## config.mk

```make
export PLATFORM = sky130hd
export DESIGN_NAME = mssl_cell
export DESIGN_NICKNAME = d
export VERILOG_FILES = /design/src/mssl_pkg.sv /design/src/mssl_cell.sv
export SDC_FILE = /design/constraint.sdc
export NUM_CORES = 1
export LEC_CHECK = 0
export BUFFER_PORTS_ARGS = -buffer_cell sky130_fd_sc_hd__buf_2
export CAP_MARGIN = 10
export CORE_UTILIZATION = 42
export CTS_BUF_LIST = sky130_fd_sc_hd__clkbuf_4 sky130_fd_sc_hd__clkbuf_8 sky130_fd_sc_hd__clkbuf_16
export CTS_CLUSTER_SIZE = 30
export DETAILED_ROUTE_END_ITERATION = 8
export PLACE_DENSITY = 0.68
export SLEW_MARGIN = 15
export SYNTH_ARGS = -nofsm -noshare
export SYNTH_HDL_FRONTEND = slang
export SYNTH_SLANG_ARGS = --single-unit
```

## constraint.sdc

```tcl
create_clock -name clock -period 3.2 [get_ports clock]
set_clock_uncertainty 0.1 [all_clocks]
set_input_delay 0.16 -clock clock [delete_from_list [all_inputs] [get_ports clock]]
set_output_delay 0.16 -clock clock [all_outputs]
set_load 0.005 [all_outputs]
```

## src/mssl_pkg.sv

```systemverilog
// Shared types and constants for the limited maximum subarray sum block.
// Used by mssl_cell and max_subarray_sum_at_most_limit; depends on nothing.
package mssl_pkg;

   localparam int ELEMENT_W  = 32;
   localparam int LIMIT_W    = 32;
   localparam int BEST_W     = 42;
   localparam int RSP_DATA_W = 48;
   localparam int RSP_USER_W = 2;

   // Control flags of one search token travelling along the chain.
   typedef struct packed {
      logic live;
      logic search;
      logic last;
      logic overflow;
      logic hit;
      logic placed;
   } token_ctl_type;

endpackage

```

## src/mssl_cell.sv

```systemverilog
// One store cell of the prefix chain: holds one prefix sum and refines the passing token.
// Depends on mssl_pkg for the token control type.
module mssl_cell #(
   parameter int SUM_W = 44,
   parameter bit SEED  = 1'b0
) (
   input  logic                     clock,
   input  logic                     reset,
   input  logic                     advance,
   input  mssl_pkg::token_ctl_type  in_ctl,
   input  logic signed [SUM_W-1:0]  in_prefix,
   input  logic signed [SUM_W-1:0]  in_target,
   input  logic signed [SUM_W-1:0]  in_least,
   output mssl_pkg::token_ctl_type  out_ctl,
   output logic signed [SUM_W-1:0]  out_prefix,
   output logic signed [SUM_W-1:0]  out_target,
   output logic signed [SUM_W-1:0]  out_least
);
   import mssl_pkg::*;

   logic                    valid_ff, valid_in;
   logic signed [SUM_W-1:0] value_ff, value_in;
   token_ctl_type           ctl_ff, ctl_in;
   logic signed [SUM_W-1:0] prefix_ff, target_ff, least_ff, least_in;
   logic                    hit, take, write;

   always_comb begin
      hit   = valid_ff && in_ctl.live && in_ctl.search && (value_ff >= in_target);
      take  = hit && (!in_ctl.hit || (value_ff < in_least));
      write = in_ctl.live && in_ctl.search && !in_ctl.last && !in_ctl.placed && !valid_ff;

      ctl_in        = in_ctl;
      ctl_in.hit    = in_ctl.hit | take;
      ctl_in.placed = in_ctl.placed | write;
      least_in      = take ? value_ff : in_least;

      valid_in = valid_ff;
      value_in = value_ff;
      if (write) begin
         valid_in = 1'b1;
         value_in = in_prefix;
      end
      // The final item of an array empties the cell behind itself; a SEED cell stays valid.
      if (in_ctl.live && in_ctl.last) begin
         valid_in = SEED;
      end
   end

   always_ff @(posedge clock) begin
      if (reset) begin
         valid_ff <= SEED;
         value_ff <= '0;
         ctl_ff   <= '0;
      end else if (advance) begin
         valid_ff <= valid_in;
         value_ff <= value_in;
         ctl_ff   <= ctl_in;
      end
   end

   always_ff @(posedge clock) begin
      if (advance) begin
         prefix_ff <= in_prefix;
         target_ff <= in_target;
         least_ff  <= least_in;
      end
   end

   assign out_ctl    = ctl_ff;
   assign out_prefix = prefix_ff;
   assign out_target = target_ff;
   assign out_least  = least_ff;

endmodule

```

======== Word-level counts from Yosys, hierarchy flattened ========
Index checks and enable logic that the tools add are counted.
word-level totals
  word-level logic and storage cells ...... 35
  register bits after elaboration ......... 183
  output and inout bits ................... 138
  bits of input ports ..................... 141
operators by class
  order comparisons ....................... 2
  reduce and logical (&&, ||, !) cells .... 17
  muxes and demuxes ....................... 3
  bitwise gates (word level) .............. 2
operators with widths
  cell                                count
  greater-or-equal comparator 44 bit  1
  less-than comparator 44 bit         1
  two-way mux 44 bit                  1
  logical AND 1 bit                   9
  zero test 1 bit                     4
  AND reduction 2 bit                 2
  two-way mux 1 bit                   2
  OR 1 bit                            2
  nonzero test 2 bit                  1
  logical OR 1 bit                    1

======== Longest topological paths before layout ========
  depth after elaboration ................. 6
  gate-level depth with buffers ........... 12
  gate-level depth less buffers ........... 10

======== Least setup slack after synthesis ========
No wires, ideal clock.
  path kind ............................... register to register
  start point ............................. register value_ff[43]
  end point ............................... register least_ff[10] (netlist: out_least[10]) (data pin)
  arrival ................................. 2535 ps
  clock period less this slack ............ 2895 ps
  setup time .............................. 260 ps
  required time ........................... 2840 ps
  stages on the path, launching flop included .. 12
  path slack .............................. 305 ps
  path buffers ............................ 2
  path through ............................ dfxtp_1 > ha_1 > nand4_1 > nor4_2 > nand4_1 > o41ai_1 > or4_1 > o211ai_1 > a21o_1 > buf_6 > buf_12 > mux2_4
on the way
  cells in the longest elaborated chain, start to end .. 4
  elaborated cells on any way between the ends .. 6
  classes of those cells .................. order compare (2); mux (1); reduce/logical (3)
ends and longest elaborated chain
  item                                                                                      line                              source
  start: declaration                                                                        mssl_cell.sv:22                   logic signed [SUM_W-1:0] value_ff, value_in;
  start signal: assignment                                                                  mssl_cell.sv:56                   value_ff <= value_in;
  greater-or-equal comparator 44 bit / less-than comparator 44 bit (equally long branches)  mssl_cell.sv:28, mssl_cell.sv:29
  logical AND 1 bit / logical OR 1 bit (equally long branches)                              mssl_cell.sv:28, mssl_cell.sv:29
  logical AND 1 bit (*)                                                                     mssl_cell.sv:29                   take = hit && (!in_ctl.hit || (value_ff < in_least));
  two-way mux 44 bit (*)                                                                    mssl_cell.sv:35                   least_in = take ? value_ff : in_least;
  named net least_in[10]                                                                    mssl_cell.sv:24                   logic signed [SUM_W-1:0] prefix_ff, target_ff, least_ff, least_in;
  end signal: assignment                                                                    mssl_cell.sv:65                   least_ff <= least_in;
  end: declaration                                                                          mssl_cell.sv:24
Mark *: on every way through the listed nets, which the timed path passes. The rest lies on a longest branch.
A chain may end at the register's enable or synchronous reset.

======== Worst setup path in the final report ========
  start point ............................. register value_ff[27]
  end point ............................... register least_ff[13] (netlist: out_least[13]) (data pin)
Same word-level chain as after synthesis.

==> results by group <==
Worst hold path
  • WHS Path Cells: 4
  • Hold Path End: out_ctl[0]
  • Min-Delay Startpoint: advance
  • Min-delay worst type: input pin to flop

Timing
  • Max Fclk: 0.315 GHz
  • Setup violators final: 0
  • RSZ-0062 raised after global routing: yes
  • Rel. slew slack: 0.322
  • Slew Viols, Final: 0
  • Fin Setup TNS: 0 ns
  • Hold_ws: 0.0503 ns
  • Period utilisation layout: 0.991
  • Min cycle time layout: 3.17 ns
  • Final Hold Violating Endpoints: 0
  • Worst-margin pin slew: 1.02 ns

Critical path
  • Worst path arrival time: 3.26 ns
  • Reg2Reg Depth: 12
  • Most numerous cell on the critical path: nand4_1
  • Reg2reg start: value_ff[27]
  • Maximum fanout along the worst path: 8
  • FF-to-FF End: out_least[13]
  • Crit path kind: flop to flop
  • Startpoint types: flop
  • Critical Path End Type: flop
  • Reg2reg setup slack: 0.03 ns
  • Slowest cell on the critical path: nor4_4
  • Max incr delay on CP: 0.36 ns
  • Crit path cell chain: ha_4 > nand4_1 > nor4_4 > buf_4 > nand4_1 > buf_6 > a31oi_4 > nor2_1 > o211ai_1 > a21o_4 > clkbuf_16 > mux2_4
  • CP required: 3.29 ns

Drt
  • Vias: 7103
  • Final wirelength: 24800 um
  • 1st-iter DRT viols: 291
  • TritonRoute pass-1 iters: 4
  • Post-route DRC: 0
  • Vias per std cell: 4.93
  • Avg WL per Cell: 17.2 um
  • Post-DRT Antenna Nets: 0

Yosys
  • Compound-Gate Fraction of Synth Area: 0.0796
  • Synth Warn #: 0
  • Register bit total from synthesis: 183
  • Post-synth top cells: edfxtp_1, nand2_1, inv_1
  • Synth top area share: 0.457
  • Async SR Flop Fraction: 0
  • Post-Synth XOR/XNOR Area: 0.00101
  • Mux contribution to synthesized area: 0.0791
  • Register area share after synthesis: 0.575
  • Main combinational cell family by area after synthesis: adder cells
  • Post-synth EDFFs: 132
  • Synth cell types: 40
  • Count leader, synth: edfxtp_1
  • Netlist Area Pre-Place: 8660 sq um
  • Simple-Gate Fraction of Synth Area: 0.0829
  • Adder-cell share of the synthesized area: 0.126
  • Leading area contributor after synthesis: edfxtp_1
  • Syn nets: 939
  • Synth Instances: 711
  • Ys flop type: edfxtp_1
  • Avg Synthesized Cell Area: 12.2 sq um
  • Top cells by area, synth: edfxtp_1, ha_1, dfxtp_1

Power
  • Int Pwr: 0.00417 W
  • Comb power frac: 0.124
  • Sw Share: 0.234
  • Leakage: 6.03 nW
  • Cell area power density: 425 nW/um^2
  • Clock power share: 0.375
  • Worst VDD drop: 0.359 mV
  • Net Sw Power: 0.00127 W
  • Register share of total power: 0.501

Place
  • Placement Cell Area: 10500 sq um
  • GPL Wtd Cong: 0.830
  • Number of port buffers: 278
  • Dpl hpwl: 16000 um

Floorplan
  • Initial core utilization: 0.428
  • Die X: 146 um
  • IO Pins: 279
  • Cell Rows: 52
  • Core box area: 20200 sq um
  • Die Span Y: 146 um
  • Die area: 21200 sq um

Global route
  • GRT overflow: 0
  • Via count of the first global-routing pass: 7090
  • Largest net degree at the start of global routing: 141
  • Antenna violations before repair: 0
  • GRT Util Overall: 0.228
  • First-pass GRT wire length: 37100 um

Flow run
  • Max-Cap Viols: 0

CTS
  • Clock Latency Late Sink: 0.44 ns
  • Clock transition at path regs: 0.07 ns
  • CTS sink count: 183
  • Cts bufs inserted: 17
  • Clk root buf: clkbuf_16
  • CTS tree: done
  • H-tree lvl count: 4
  • Bufs on Longest Clock Path: 2

Cells and area
  • Fin area: 12800 sq um
  • Ant diodes: 0
  • Layout Area Growth over Synthesis: 47.9%
  • Share of cells above drive strength 1: 0.363
  • Final nets: 1387
  • Sequential Area: 4990 sq um
  • Multi-input gate area: 3440 sq um
  • Fill cells: 1563

Status
  • Status: complete, no violations
[state kept, by name, summed over array words and instances, names as in the netlist]
name        flops
value_ff       44
out_prefix     44
out_target     44
out_ctl         6
out_least      44
valid_ff        1
[worst max path at each step]
| stage | startpoint | end |
|---|---|---|
| 6_report | value_ff[27] | out_least[13] |
| 5_1_grt | value_ff[27] | out_least[6] |
| 4_1_cts | value_ff[31] | out_least[25] |
| 3_5_place_dp | value_ff[43] | out_least[25] |
| 3_3_place_gp | value_ff[43] | out_least[20] |
| 2_1_floorplan | value_ff[43] | out_least[10] |
[per-stage QoR]
stage | std cells | worst slack, ns | power [W] | utilization
floorplan | 711 | 0.305 | 0.00296 | -
global placement | 1265 | -0.195 | 0.00327 | 0.519
detailed placement | 1265 | -0.311 | 0.00329 | 0.519
CTS | 1438 | 0.00647 | 0.00545 | 0.618
global route | 1442 | -0.102 | 0.00565 | 0.633
finish | 1442 | 0.0285 | 0.00544 | 0.633
[cell usage in the layout, fill, tap and decap left out, drive strengths merged, types with 2 or more instances in the layout]
master        instances
ha                   87
a31oi                 2
dlygate4sd3         137
o211ai                3
o41ai                 2
nand2               109
a311oi                2
clkinvlp              4
nand3                 6
dfxtp                51
nand4                15
a22oi                 2
and3                  3
mux2                 44
a21oi                76
a221oi                2
inv                  92
o21ai                11
clkinv                4
nor2                 12
or4                   2
edfxtp              132
clkbuf               23
and4                  3
nand2b                4
mux2i                 4
dlymetal6s4s          2
nor4                  5
a21o                 12
buf                 309
[layout make-up]
type | instances | area share
inverters | 90 | 0.0264
clock buffers | 21 | 0.0360
well taps | 270 | 0.0264
flip-flops and latches | 183 | 0.390
clock inverters | 11 | 0.00781
repair buffers | 450 | 0.245
multi-input cells | 417 | 0.269
[logic make-up (layout without fill, tap and decap cells)]
kind of cell / Yosys count / in the layout
flip-flops: 183 / 183
AND/OR/NAND/NOR: 162 / 162
AO/OA/AOI/OAI: 119 / 119
buffers and inverters: 111 / 572
adder cells (fa/ha/maj): 87 / 87
multiplexers: 48 / 48
XOR/XNOR: 1 / 1
[critical path, delay by kind of cell, from the launching register on]
kind                       cells  cell delay [ns]
and+or+nand+nor                4             0.73
AOI/OAI and AO/OA              3             0.65
buffers and inverters          3             0.53
DFF                            1             0.34
muxes                          1             0.30
adders and majority gates      1             0.27
[per-layer routing]
layer / global-route usage / routed length (um)
met1: 0.269 / 10100
met2: 0.398 / 12500
met3: 0.0583 / 1500
met4: 0.0858 / 686
met5: 0 / 0
[repair_timing]
| item | 4_1_cts | 5_1_grt |
|---|---|---|
| pin swaps | 4 | 22 |
| gates resized for setup | 4 | 43 |
| hold endpoints to repair | 182 | 2 |
| gates cloned | 0 | 3 |
| hold buffers | 137 | 2 |
| setup endpoints to repair | 44 | 44 |
| setup buffers | 4 | 5 |
[power groups by stage]
stage	clock, W	combinational, W	sequential, W
after floorplan	0	0.000164	0.00280
after global placement	0	0.000503	0.00277
after detailed placement	0	0.000511	0.00277
after CTS	0.00208	0.000650	0.00272
after global routing	0.00218	0.000732	0.00274
final	0.00204	0.000675	0.00273
(Power assumes the default switching activity.)
